File: src/rtl/core/spq_pkg.sv
// Shared types and constants for the sorted priority queue.
// No dependencies; imported by every module of the block.
`timescale 1ns / 1ps
`default_nettype none

package spq_pkg;

   localparam int DEFAULT_CAPACITY = 16;
   localparam int MAX_RESULTS      = 16;   // results one drain may produce
   localparam int RANK_W           = 8;
   localparam int TAG_W            = 32;
   localparam int COUNT_W          = 5;
   localparam int OCC_W            = 5;
   localparam int STEP_W           = $clog2(MAX_RESULTS + 1);
   localparam int DATA_W           = 48;   // payload bits, rounded up to bytes

   typedef enum logic [1:0] {
      OP_INSERT      = 2'd0,
      OP_DRAIN_RANK  = 2'd1,
      OP_DRAIN_COUNT = 2'd2
   } op_type;

   typedef enum logic [1:0] {
      ST_INSERTED = 2'd0,
      ST_FULL     = 2'd1,
      ST_REMOVED  = 2'd2,
      ST_NONE     = 2'd3
   } status_type;

   typedef enum logic {
      S_IDLE = 1'b0,
      S_EXEC = 1'b1
   } state_type;

   // controller -> datapath
   typedef struct packed {
      logic       latch;     // capture the accepted request
      logic       insert;    // place the captured entry
      logic       pop;       // remove the head entry
      logic       load_out;  // write the result register
      status_type status;
      logic       last;
   } cmd_type;

   // datapath -> controller
   typedef struct packed {
      op_type op;
      logic   full;
      logic   cont;        // a drain removes the head now
      logic   cont_after;  // and would remove the next one too
   } sts_type;

endpackage

`default_nettype wire

File: src/rtl/core/spq_ctrl.sv
// Controller state machine for the sorted priority queue.
// Depends on spq_pkg; drives spq_dp through cmd_type / sts_type.
`timescale 1ns / 1ps
`default_nettype none

module spq_ctrl (
   input  wire                   clock,
   input  wire                   reset,
   input  wire                   req_tvalid,
   output logic                  req_tready,
   output logic                  rsp_tvalid,
   input  wire                   rsp_tready,
   input  wire spq_pkg::sts_type sts,
   output spq_pkg::cmd_type      cmd
);
   import spq_pkg::*;

   state_type state_ff, state_in;
   logic      rsp_valid_ff, rsp_valid_in;
   logic      slot_free;

   always_ff @(posedge clock) begin
      if (reset) begin
         state_ff     <= S_IDLE;
         rsp_valid_ff <= 1'b0;
      end else begin
         state_ff     <= state_in;
         rsp_valid_ff <= rsp_valid_in;
      end
   end

   assign slot_free  = !rsp_valid_ff || rsp_tready;
   assign rsp_tvalid = rsp_valid_ff;

   always_comb begin
      state_in   = state_ff;
      cmd        = '0;
      cmd.status = ST_NONE;
      req_tready = (state_ff == S_IDLE);
      case (state_ff)
         S_IDLE: begin
            if (req_tvalid) begin
               cmd.latch = 1'b1;
               state_in  = S_EXEC;
            end
         end
         S_EXEC: begin
            if (slot_free) begin
               cmd.load_out = 1'b1;
               case (sts.op)
                  OP_INSERT: begin
                     cmd.last = 1'b1;
                     state_in = S_IDLE;
                     if (sts.full) begin
                        cmd.status = ST_FULL;
                     end else begin
                        cmd.status = ST_INSERTED;
                        cmd.insert = 1'b1;
                     end
                  end
                  default: begin
                     // drains and the unused code; the latter never continues
                     if (sts.cont) begin
                        cmd.pop    = 1'b1;
                        cmd.status = ST_REMOVED;
                        cmd.last   = !sts.cont_after;
                        if (!sts.cont_after) begin
                           state_in = S_IDLE;
                        end
                     end else begin
                        cmd.status = ST_NONE;
                        cmd.last   = 1'b1;
                        state_in   = S_IDLE;
                     end
                  end
               endcase
            end
         end
         default: begin
            state_in = S_IDLE;
         end
      endcase
   end

   always_comb begin
      if (cmd.load_out) begin
         rsp_valid_in = 1'b1;
      end else if (rsp_tready) begin
         rsp_valid_in = 1'b0;
      end else begin
         rsp_valid_in = rsp_valid_ff;
      end
   end

endmodule

`default_nettype wire

File: src/rtl/core/spq_dp.sv
// Datapath for the sorted priority queue: entry registers, fill count,
// captured request and result register. Depends on spq_pkg.
`timescale 1ns / 1ps
`default_nettype none

module spq_dp #(
   parameter int CAPACITY = spq_pkg::DEFAULT_CAPACITY
) (
   input  wire                           clock,
   input  wire                           reset,
   input  wire  [1:0]                    req_operation,
   input  wire  [spq_pkg::RANK_W-1:0]    req_rank,
   input  wire  [spq_pkg::TAG_W-1:0]     req_tag,
   input  wire  [spq_pkg::COUNT_W-1:0]   req_count,
   input  wire  spq_pkg::cmd_type        cmd,
   output spq_pkg::sts_type              sts,
   output logic [1:0]                    rsp_status,
   output logic [spq_pkg::RANK_W-1:0]    rsp_out_rank,
   output logic [spq_pkg::TAG_W-1:0]     rsp_out_tag,
   output logic                          rsp_last,
   output logic [spq_pkg::OCC_W-1:0]     rsp_occupancy
);
   import spq_pkg::*;

   localparam int FILL_W = $clog2(CAPACITY + 1);

   logic [RANK_W-1:0]  rank_ff [CAPACITY];
   logic [RANK_W-1:0]  rank_in [CAPACITY];
   logic [TAG_W-1:0]   tag_ff  [CAPACITY];
   logic [TAG_W-1:0]   tag_in  [CAPACITY];
   logic [FILL_W-1:0]  fill_ff, fill_in;
   logic [CAPACITY-1:0] lt;    // held entry ranks ahead of the new one

   op_type             op_ff;
   logic [RANK_W-1:0]  thr_ff;
   logic [TAG_W-1:0]   new_tag_ff;
   logic [COUNT_W-1:0] count_ff;
   logic [STEP_W-1:0]  step_ff, step_in, step_next;

   status_type         out_status_ff;
   logic [RANK_W-1:0]  out_rank_ff;
   logic [TAG_W-1:0]   out_tag_ff;
   logic               out_last_ff;
   logic [OCC_W-1:0]   out_occ_ff;

   logic head_ok, head_cmp, second_cmp;

   always_ff @(posedge clock) begin
      if (reset) begin
         fill_ff <= '0;
      end else begin
         fill_ff <= fill_in;
      end
   end

   always_ff @(posedge clock) begin
      rank_ff <= rank_in;
      tag_ff  <= tag_in;
      step_ff <= step_in;
      if (cmd.latch) begin
         op_ff      <= op_type'(req_operation);
         thr_ff     <= req_rank;
         new_tag_ff <= req_tag;
         count_ff   <= req_count;
      end
      if (cmd.load_out) begin
         out_status_ff <= cmd.status;
         out_last_ff   <= cmd.last;
         out_rank_ff   <= cmd.pop ? rank_ff[0] : '0;
         out_tag_ff    <= cmd.pop ? tag_ff[0] : '0;
         out_occ_ff    <= OCC_W'(fill_in);
      end
   end

   always_comb begin
      for (int i = 0; i < CAPACITY; i++) begin
         lt[i] = (FILL_W'(i) < fill_ff) && (rank_ff[i] < thr_ff);
      end
   end

   // entry update: parallel compare-and-shift insert, shift-down pop
   always_comb begin
      rank_in = rank_ff;
      tag_in  = tag_ff;
      fill_in = fill_ff;
      if (cmd.insert) begin
         if (!lt[0]) begin
            rank_in[0] = thr_ff;
            tag_in[0]  = new_tag_ff;
         end
         for (int i = 1; i < CAPACITY; i++) begin
            if (lt[i-1] && !lt[i]) begin
               rank_in[i] = thr_ff;
               tag_in[i]  = new_tag_ff;
            end else if (!lt[i-1]) begin
               rank_in[i] = rank_ff[i-1];
               tag_in[i]  = tag_ff[i-1];
            end
         end
         fill_in = fill_ff + FILL_W'(1);
      end else if (cmd.pop) begin
         for (int i = 0; i < CAPACITY - 1; i++) begin
            rank_in[i] = rank_ff[i+1];
            tag_in[i]  = tag_ff[i+1];
         end
         fill_in = fill_ff - FILL_W'(1);
      end
   end

   always_comb begin
      step_next = step_ff + STEP_W'(1);
      if (cmd.latch) begin
         step_in = '0;
      end else if (cmd.pop) begin
         step_in = step_next;
      end else begin
         step_in = step_ff;
      end
   end

   assign head_ok = (fill_ff != '0);

   always_comb begin
      case (op_ff)
         OP_DRAIN_RANK: begin
            head_cmp   = (rank_ff[0] <= thr_ff);
            second_cmp = (rank_ff[1] <= thr_ff);
         end
         OP_DRAIN_COUNT: begin
            head_cmp   = (STEP_W'(count_ff) > step_ff);
            second_cmp = (STEP_W'(count_ff) > step_next);
         end
         default: begin
            head_cmp   = 1'b0;
            second_cmp = 1'b0;
         end
      endcase
   end

   assign sts.op         = op_ff;
   assign sts.full       = (fill_ff == FILL_W'(CAPACITY));
   assign sts.cont       = head_ok && head_cmp && (step_ff < STEP_W'(MAX_RESULTS));
   assign sts.cont_after = (fill_ff > FILL_W'(1)) && second_cmp
                           && (step_next < STEP_W'(MAX_RESULTS));

   assign rsp_status    = out_status_ff;
   assign rsp_out_rank  = out_rank_ff;
   assign rsp_out_tag   = out_tag_ff;
   assign rsp_last      = out_last_ff;
   assign rsp_occupancy = out_occ_ff;

endmodule

`default_nettype wire

File: src/rtl/core/sorted_priority_queue.sv
// Top level of the sorted priority queue: stream ports, controller and
// datapath. Depends on spq_pkg, spq_ctrl and spq_dp.
//
// Bounded priority queue of CAPACITY entries (rank, tag), kept sorted with
// rank 0 at the head; among equal ranks the newest entry sits first. Each
// request is an insert, a drain of all head entries with rank up to a
// threshold, or a drain of a given count of head entries. Every request
// answers with at least one response; the final response of a request has
// tlast set. A drain answers with one "removed" response per entry (at most
// 16 per request, stopping when the queue empties) or, if nothing left the
// queue, a single "nothing removed" response, as does the unused operation
// code; an insert into a full queue is answered "full" and changes nothing.
// Timing: a request is taken in the idle state, then the execute state
// emits one response per cycle unless a waiting response is stalled by
// rsp_tready; each removal shifts all entries down by one. Insert is a
// parallel compare and shift over all entries. The response register lets
// a new request be taken while the last response still waits. No clearing
// pass after reset: entries past the fill count are never read.
`timescale 1ns / 1ps
`default_nettype none

module sorted_priority_queue #(
   parameter int CAPACITY = spq_pkg::DEFAULT_CAPACITY   // 2 .. 31
) (
   input  wire                          clock,
   input  wire                          reset,
   // request channel
   input  wire                          req_tvalid,
   output logic                         req_tready,
   input  wire  [spq_pkg::DATA_W-1:0]   req_tdata,  // rank[7:0], tag[39:8], count[44:40]
   input  wire  [1:0]                   req_tuser,  // operation[1:0]
   // response channel
   output logic                         rsp_tvalid,
   input  wire                          rsp_tready,
   output logic [spq_pkg::DATA_W-1:0]   rsp_tdata,  // out_rank[7:0], out_tag[39:8],
                                                    // occupancy[44:40]
   output logic [1:0]                   rsp_tuser,  // status[1:0]
   output logic                         rsp_tlast   // last
);
   import spq_pkg::*;

   localparam int PAD_W = DATA_W - RANK_W - TAG_W - OCC_W;

   cmd_type            cmd;
   sts_type            sts;
   logic [RANK_W-1:0]  rsp_out_rank;
   logic [TAG_W-1:0]   rsp_out_tag;
   logic [OCC_W-1:0]   rsp_occupancy;

   spq_ctrl u_ctrl (
      .clock      (clock),
      .reset      (reset),
      .req_tvalid (req_tvalid),
      .req_tready (req_tready),
      .rsp_tvalid (rsp_tvalid),
      .rsp_tready (rsp_tready),
      .sts        (sts),
      .cmd        (cmd)
   );

   spq_dp #(
      .CAPACITY (CAPACITY)
   ) u_dp (
      .clock         (clock),
      .reset         (reset),
      .req_operation (req_tuser),
      .req_rank      (req_tdata[RANK_W-1:0]),
      .req_tag       (req_tdata[RANK_W+TAG_W-1:RANK_W]),
      .req_count     (req_tdata[RANK_W+TAG_W+COUNT_W-1:RANK_W+TAG_W]),
      .cmd           (cmd),
      .sts           (sts),
      .rsp_status    (rsp_tuser),
      .rsp_out_rank  (rsp_out_rank),
      .rsp_out_tag   (rsp_out_tag),
      .rsp_last      (rsp_tlast),
      .rsp_occupancy (rsp_occupancy)
   );

   assign rsp_tdata = {{PAD_W{1'b0}}, rsp_occupancy, rsp_out_tag, rsp_out_rank};

endmodule

`default_nettype wire

File: config.mk
export PLATFORM = sky130hd
export DESIGN_NAME = sorted_priority_queue
export DESIGN_NICKNAME = d
export VERILOG_FILES = /design/src/rtl/core/spq_pkg.sv /design/src/rtl/core/spq_ctrl.sv /design/src/rtl/core/spq_dp.sv /design/src/rtl/core/sorted_priority_queue.sv
export SDC_FILE = /design/constraint.sdc
export NUM_CORES = 2
export LEC_CHECK = 0
export BUFFER_PORTS_ARGS = -buffer_cell sky130_fd_sc_hd__buf_2
export CAP_MARGIN = 10
export CORE_ASPECT_RATIO = 1.25
export CORE_UTILIZATION = 36
export CTS_CLUSTER_DIAMETER = 150
export DETAILED_ROUTE_END_ITERATION = 16
export PLACE_DENSITY = 0.49
export SLEW_MARGIN = 20
export SYNTH_ARGS = -nofsm -noshare
export SYNTH_HDL_FRONTEND = slang
export SYNTH_SLANG_ARGS = --single-unit
File: constraint.sdc
create_clock -name clock -period 12 [get_ports clock]
set_clock_uncertainty 0.05 [all_clocks]
set_input_delay 0.6 -clock clock [delete_from_list [all_inputs] [get_ports clock]]
set_output_delay 0.6 -clock clock [all_outputs]
set_load 0.005 [all_outputs]
After elaboration in Yosys (flattened, before gate mapping) --
Cells that the tools add are included.
Word-level totals: output and inout bits 53, bits in registers 747, input bits 54, logic and storage cells 269
Cells by class: $lt $le $gt $ge 39, add/subtract/negate cells 3, multiplexer cells 88, reductions and logical operators 74, eq/ne operators 19, bitwise logic cells 1
Operators by type and width (number):
- two-way mux 32 bit | 31
- two-way mux 480 bit | 2
- two-way mux 8 bit | 31
- two-way mux 120 bit | 2
- less-than comparator 8 bit | 16
- inequality test 3 bit, second input constant | 14
- less-than comparator 4 x 5 -> 1 bit, first input constant | 8
- logical AND 1 bit | 35
- AND reduction 2 bit | 17
- less-than comparator 3 x 5 -> 1 bit, first input constant | 4
- logical NOT 1 bit | 17
- <= comparator 8 bit | 2
- two-way mux 1 bit | 13
- two-way mux 6 bit | 2
- adder 5 x 1 -> 5 bit, second input constant | 2
- greater-than comparator 5 bit | 2
- less-than comparator 1 x 5 -> 1 bit, first input constant | 2
- less-than comparator 2 x 5 -> 1 bit, first input constant | 2
- less-than comparator 5 bit, second input constant | 2
- two-way mux 5 bit | 2
- case mux 1 bit (2 select lines) | 3
- equality test 5 bit, second input constant | 1
- greater-than comparator 5 x 1 -> 1 bit, second input constant | 1
- nonzero test 5 bit | 1
- 10 further kinds | 12

Depth between registers and ports, before layout --
depth after elaboration 12, depth in mapped cells 12, mapped depth without buffers 10

Modules after synthesis --
Synthesis repeated with hierarchy kept, for this count alone.
Second synthesis, totals: cell total of the unflattened synthesis 3411, area total of the unflattened synthesis 39090.0 um2
By module, submodules not included:
- spq_dp | sequential area each 22271.4 um2, area each 38901.1 um2, cells an instance 3387, instances 1
- spq_ctrl | sequential area each 40.0 um2, area each 162.7 um2, cells an instance 20, instances 1
- sorted_priority_queue | sequential area each 0.0 um2, area each 26.3 um2, cells an instance 4, instances 1

Least setup slack after synthesis --
OpenSTA, ideal clock, no wires.
path kind input to register, from in rsp_tready, to reg u_dp.rank_ff[104] in the netlist's numbering (enable), buffers on the path 1, path slack 6574 ps, library setup time 462 ps, arrival 4914 ps, stages 7, cell sequence nand2b_1 -> and2_1 -> nand3_1 -> a21oi_2 -> nor2_2 -> buf_2 -> a31oi_1
Between the ends: longest elaborated chain between the ends 5, elaborated cells on any way between the ends 6, those cells by class eq/ne: 1; mux: 2; reduce/logical: 3
Ends and longest elaborated chain:
- start, declared | line sorted_priority_queue.sv:34 | input wire rsp_tready,
- logical OR 1 bit * | line spq_ctrl.sv:32 | assign slot_free = !rsp_valid_ff || rsp_tready;
- two-way mux 6 bit * | line spq_ctrl.sv:48 | if (slot_free) begin
- two-way mux 6 bit * | line spq_ctrl.sv:40 | case (state_ff)
- inequality test 3 bit (no line) or nonzero test 2 bit (tied branches)
- AND reduction 2 bit (no line) *
- end signal, assigned | line spq_dp.sv:57 | rank_ff <= rank_in;
- end, declared | line spq_dp.sv:27 | logic [RANK_W-1:0] rank_ff [CAPACITY];
Mark *: on every way between the ends. The rest lies on a longest branch, timed or not. A chain may end at the register's enable or synchronous reset.

Worst setup path after layout --
from reg u_dp.thr_ff[7], to reg u_dp.tag_ff[122] in the netlist's numbering (enable)
Between the ends: longest elaborated chain between the ends 10, elaborated cells on any way between the ends 17, those cells by class order compare: 3; eq/ne: 1; mux: 5; reduce/logical: 8
Ends and longest elaborated chain:
- start, declared | line spq_dp.sv:35 | logic [RANK_W-1:0] thr_ff;
- start signal, assigned | line spq_dp.sv:62 | thr_ff <= req_rank;
- <= comparator 8 bit | line spq_dp.sv:126 | head_cmp = (rank_ff[0] <= thr_ff);
- case mux 1 bit (2 select lines) | line spq_dp.sv:124 | case (op_ff)
- logical AND 1 bit (2 in series) | line spq_dp.sv:142 | assign sts.cont = head_ok && head_cmp && (step_ff < STEP_W'(MAX_RESULTS));
- two-way mux 1 bit | line spq_ctrl.sv:63 | if (sts.cont) begin
- two-way mux 1 bit | line spq_ctrl.sv:50 | case (sts.op)
- two-way mux 6 bit | line spq_ctrl.sv:48
- two-way mux 6 bit | line spq_ctrl.sv:40
- nonzero test 2 bit (no line)
- AND reduction 2 bit (no line) *
- end signal, assigned | line spq_dp.sv:58 | tag_ff <= tag_in;
- end, declared | line spq_dp.sv:29 | logic [TAG_W-1:0] tag_ff [CAPACITY];
Marked as above.

==> out/results.ini <==
[clock_network]
cts_sinks = 747
clk_pin_slew_ns = 0.06
cts_tree = built
ctsLongestPathBuffers = 3
clkLatencyLatePin_ns = 0.70
ctsResizeCount = 0
cts_made_buffers = 85
ctsRootBufferMaster = clkbuf_16
ctsHtreeMaxLevel = 3
post_cts_buffers = 0

[floorplanning]
fp.dieW_um = 293
core_um2 = 105000
die_area_um2 = 107000
ios = 107
dieHeight_um = 366
start_util_pct = 36.3
fp-row-count = 133

[power]
pwr_density_cell_nw_per_um2 = 141
p_clk_share_pct = 43.0
sequentialPowerShare_pct = 49.9
combPwrFrac_pct = 7.1
ir_drop_v = 0.0000988
p_sw_share_pct = 24.9
p_sw_uw = 1510
internal-power_uw = 4560
leakagePower_uw = 0.0151

[cells_and_area]
fin_util_pct = 40.8
drive_gt1_share_pct = 10.2
fin_area_um2 = 42900
nNetsFinal = 3545
area_growth_pct = 12.5

[place]
port_buffers = 100
gp_congestion = 0.776
postPlaceCellArea_um2 = 40000
preCtsSetupSlack_ns = 5.94
place_hpwl_um = 66800

[detailed_routing]
final_antenna_net_count = 0
route.met2.wl_um = 54400
dr.max_layer_used = met4
wl_met3_um = 4100
viasPerCell = 5.53
drc = 0
wl_per_cell_um = 22.9
dr.pass1.iters = 5
wl_met1_um = 49600
vias = 26800
initialDrtViolationCount = 1860
drt_wl_total_um = 111000

[synth]
ys_seq_area_share_pct = 58.5
synthesis.area_um2 = 38100
ys_top_cells_by_area = edfxtp_1 58%, mux2i_1 7.3%, nand2_1 6.8%
ys_ff_latch = 747
avgSynthCellArea_um2 = 11.3
synth_edf_count = 735
synth_top_area_share_pct = 57.9
synthArstFlopShare_pct = 0
synth_cell_type_count = 57
yosysWarningCount = 0
syn_inst = 3377
synth_largest_area_cell = edfxtp_1
ys.flop_type = edfxtp_1

[sta]
finalSetupViolCount = 0
setup_ws_ns = 6.47
slew_violations = 0
whs_ns = 0.0432
hold_viol_final = 0
tns_ns = 0
fmax_mhz = 181
tightest_slew_ns = 1.10
rsz0062_at_grt = false
period_share_pct = 46.1
period_minus_slack_ns = 5.53
relSlewSlack_pct = 26.6

[worst_hold_path]
hp-class = in -> reg

[global_routing]
grt_pass1_vias = 27100
grt_overflow_total = 0
grt_use_total_pct = 20.5
antenna_found_initial = 3
grt_pass1_wl_um = 167000
grt_max_degree = 221

[worst_setup_path]
cp_max_fo = 23
crit_chain = inv_1 > ha_1 > nand4_1 > a21oi_1 > or4b_4 > a21oi_4 > nor2_4 > buf_4 > a21oi_4 > buf_4
arrival_ns = 5.79
endpoint_kind = flop
slowest_stage = edfxtp_1
start_kind = flop
cpPeakStageDelay_ns = 0.86
cp_data_required_time_ns = 12.26
crit_type = reg -> reg

[job]
max-cap-violations = 0

[status]
status = finished, final reports clean

## cells in the mapped netlist, types with 7 or more instances
| master | count |
|---|---|
| ha_1 | 131 |
| buf_1 | 31 |
| buf_6 | 9 |
| nor2b_1 | 14 |
| and2_1 | 41 |
| buf_2 | 49 |
| o211ai_1 | 269 |
| nand4_1 | 13 |
| buf_4 | 19 |
| edfxtp_1 | 735 |
| a21o_1 | 21 |
| mux2_2 | 34 |
| nand3_1 | 278 |
| nor3_1 | 10 |
| inv_1 | 27 |
| nor2_1 | 48 |
| nand2_1 | 686 |
| a31oi_1 | 11 |
| o21ai_1 | 118 |
| mux2i_1 | 278 |
| o21ai_0 | 182 |
| clkbuf_1 | 173 |
| dfxtp_1 | 12 |
| mux2_1 | 7 |
| nand2b_1 | 20 |
| a211oi_1 | 15 |
| a21oi_1 | 88 |
## cells by family after synthesis
logic type	Yosys count	synth area share (%)
AND/OR/NAND/NOR	1131	12.9
flip-flops	747	58.5
AO/OA/AOI/OAI	736	12.1
multiplexers	319	8.51
buffers and inverters	308	3.56
adder cells (fa/ha/maj)	131	4.30
XOR/XNOR	4	0.0919
other	1	0.00984
## registers in the layout, summed over array words and instances (netlist names), 2 cells and up
| register | cells |
|---|---|
| u_dp.rank_ff | 128 |
| u_dp.rsp_status | 2 |
| u_dp.count_ff | 5 |
| u_dp.fill_ff | 5 |
| u_dp.rsp_out_tag | 32 |
| u_dp.step_ff | 5 |
| u_dp.rsp_occupancy | 5 |
| u_dp.tag_ff | 512 |
| u_dp.new_tag_ff | 32 |
| u_dp.thr_ff | 8 |
| u_dp.rsp_out_rank | 8 |
| u_dp.op_ff | 2 |
## what timing repair did
| item | in CTS | in global routing |
|---|---|---|
| hold buffers | 16 | 0 |
| endpoints found under the hold margin | 16 | 0 |
| endpoints found under the setup margin | 0 | 0 |
## per-layer routing
metal  global-route usage (%)  vias up
li1                         -    12600
met4                     6.44        0
met2                     35.0      492
met1                     27.0    13600
met3                     2.55      132
met5                        0        -
## stage by stage
| step | std cells | power [uW] |
|---|---|---|
| 6_report | 4845 | 6060 |
| 2_1_floorplan | 3379 | 3340 |
| 4_1_cts | 4842 | 6140 |
| 3_3_place_gp | 4670 | 3510 |
| 3_5_place_dp | 4673 | 3510 |
| 5_1_grt | 4844 | 6290 |
## final cells by class
type                       count  area, um^2
antenna                        2        5.00
clock buffer                  99        2180
clock inverter                54         533
fill                       10300       62100
inverter                      27         101
multi-input combinational   2324       14800
sequential                   747       22300
tap                         1417        1770
timing repair buffer         175        1190
## path summary, 6_finish.rpt
| kind | startpoint | to | slack (ns) | cells after the start |
|---|---|---|---|---|
| worst min-delay path | req_tuser[1] | u_dp.op_ff[1] | 0.04 | 1 |
| worst min register to register | u_dp.step_ff[3] | u_dp.step_ff[3] | 0.43 | 2 |
| worst max-delay path | u_dp.thr_ff[7] | u_dp.tag_ff[122] | 6.47 | 10 |
| worst max register to register | u_dp.thr_ff[7] | u_dp.tag_ff[122] | 6.47 | 10 |
## critical path: cells and delay by family (launching register included)
family / cells / cell delay (ns)
and+or+nand+nor: 3 / 0.89
adders and majority gates: 1 / 0.48
AOI/OAI and AO/OA: 3 / 1.35
DFF: 1 / 0.86
buffers and inverters: 3 / 1.48
## placed cells by master, fill, tap and decap left out, types with 5 or more instances in the layout
master,n
nor2_4,5
nor2b_1,11
a21o_1,21
buf_4,53
nor3_1,10
dfxtp_1,12
inv_1,26
nand3_1,278
edfxtp_1,735
nand2b_1,16
nand4_1,13
mux2_2,34
mux2i_1,278
bufinv_16,7
nor2_1,46
clkinv_1,25
buf_2,100
mux2_1,7
clkbuf_1,14
dlygate4sd3_1,16
o211ai_1,269
o21ai_0,181
a21oi_4,9
ha_1,131
clkinv_2,13
clkbuf_16,85
nand2_4,5
a21oi_1,81
o21ai_1,118
and2_1,40
a211oi_1,15
nand2_1,685
a31oi_4,8
## power by group through the flow
stage          registers (uW)  clock network (uW)  logic, uW
3_5_place_dp             3080                   0        431
5_1_grt                  3030                2780        482
6_report                 3020                2610        431
4_1_cts                  3030                2680        437
3_3_place_gp             3080                   0        425
2_1_floorplan            3050                   0        293
No activity file was read; power rests on OpenSTA's default activity.
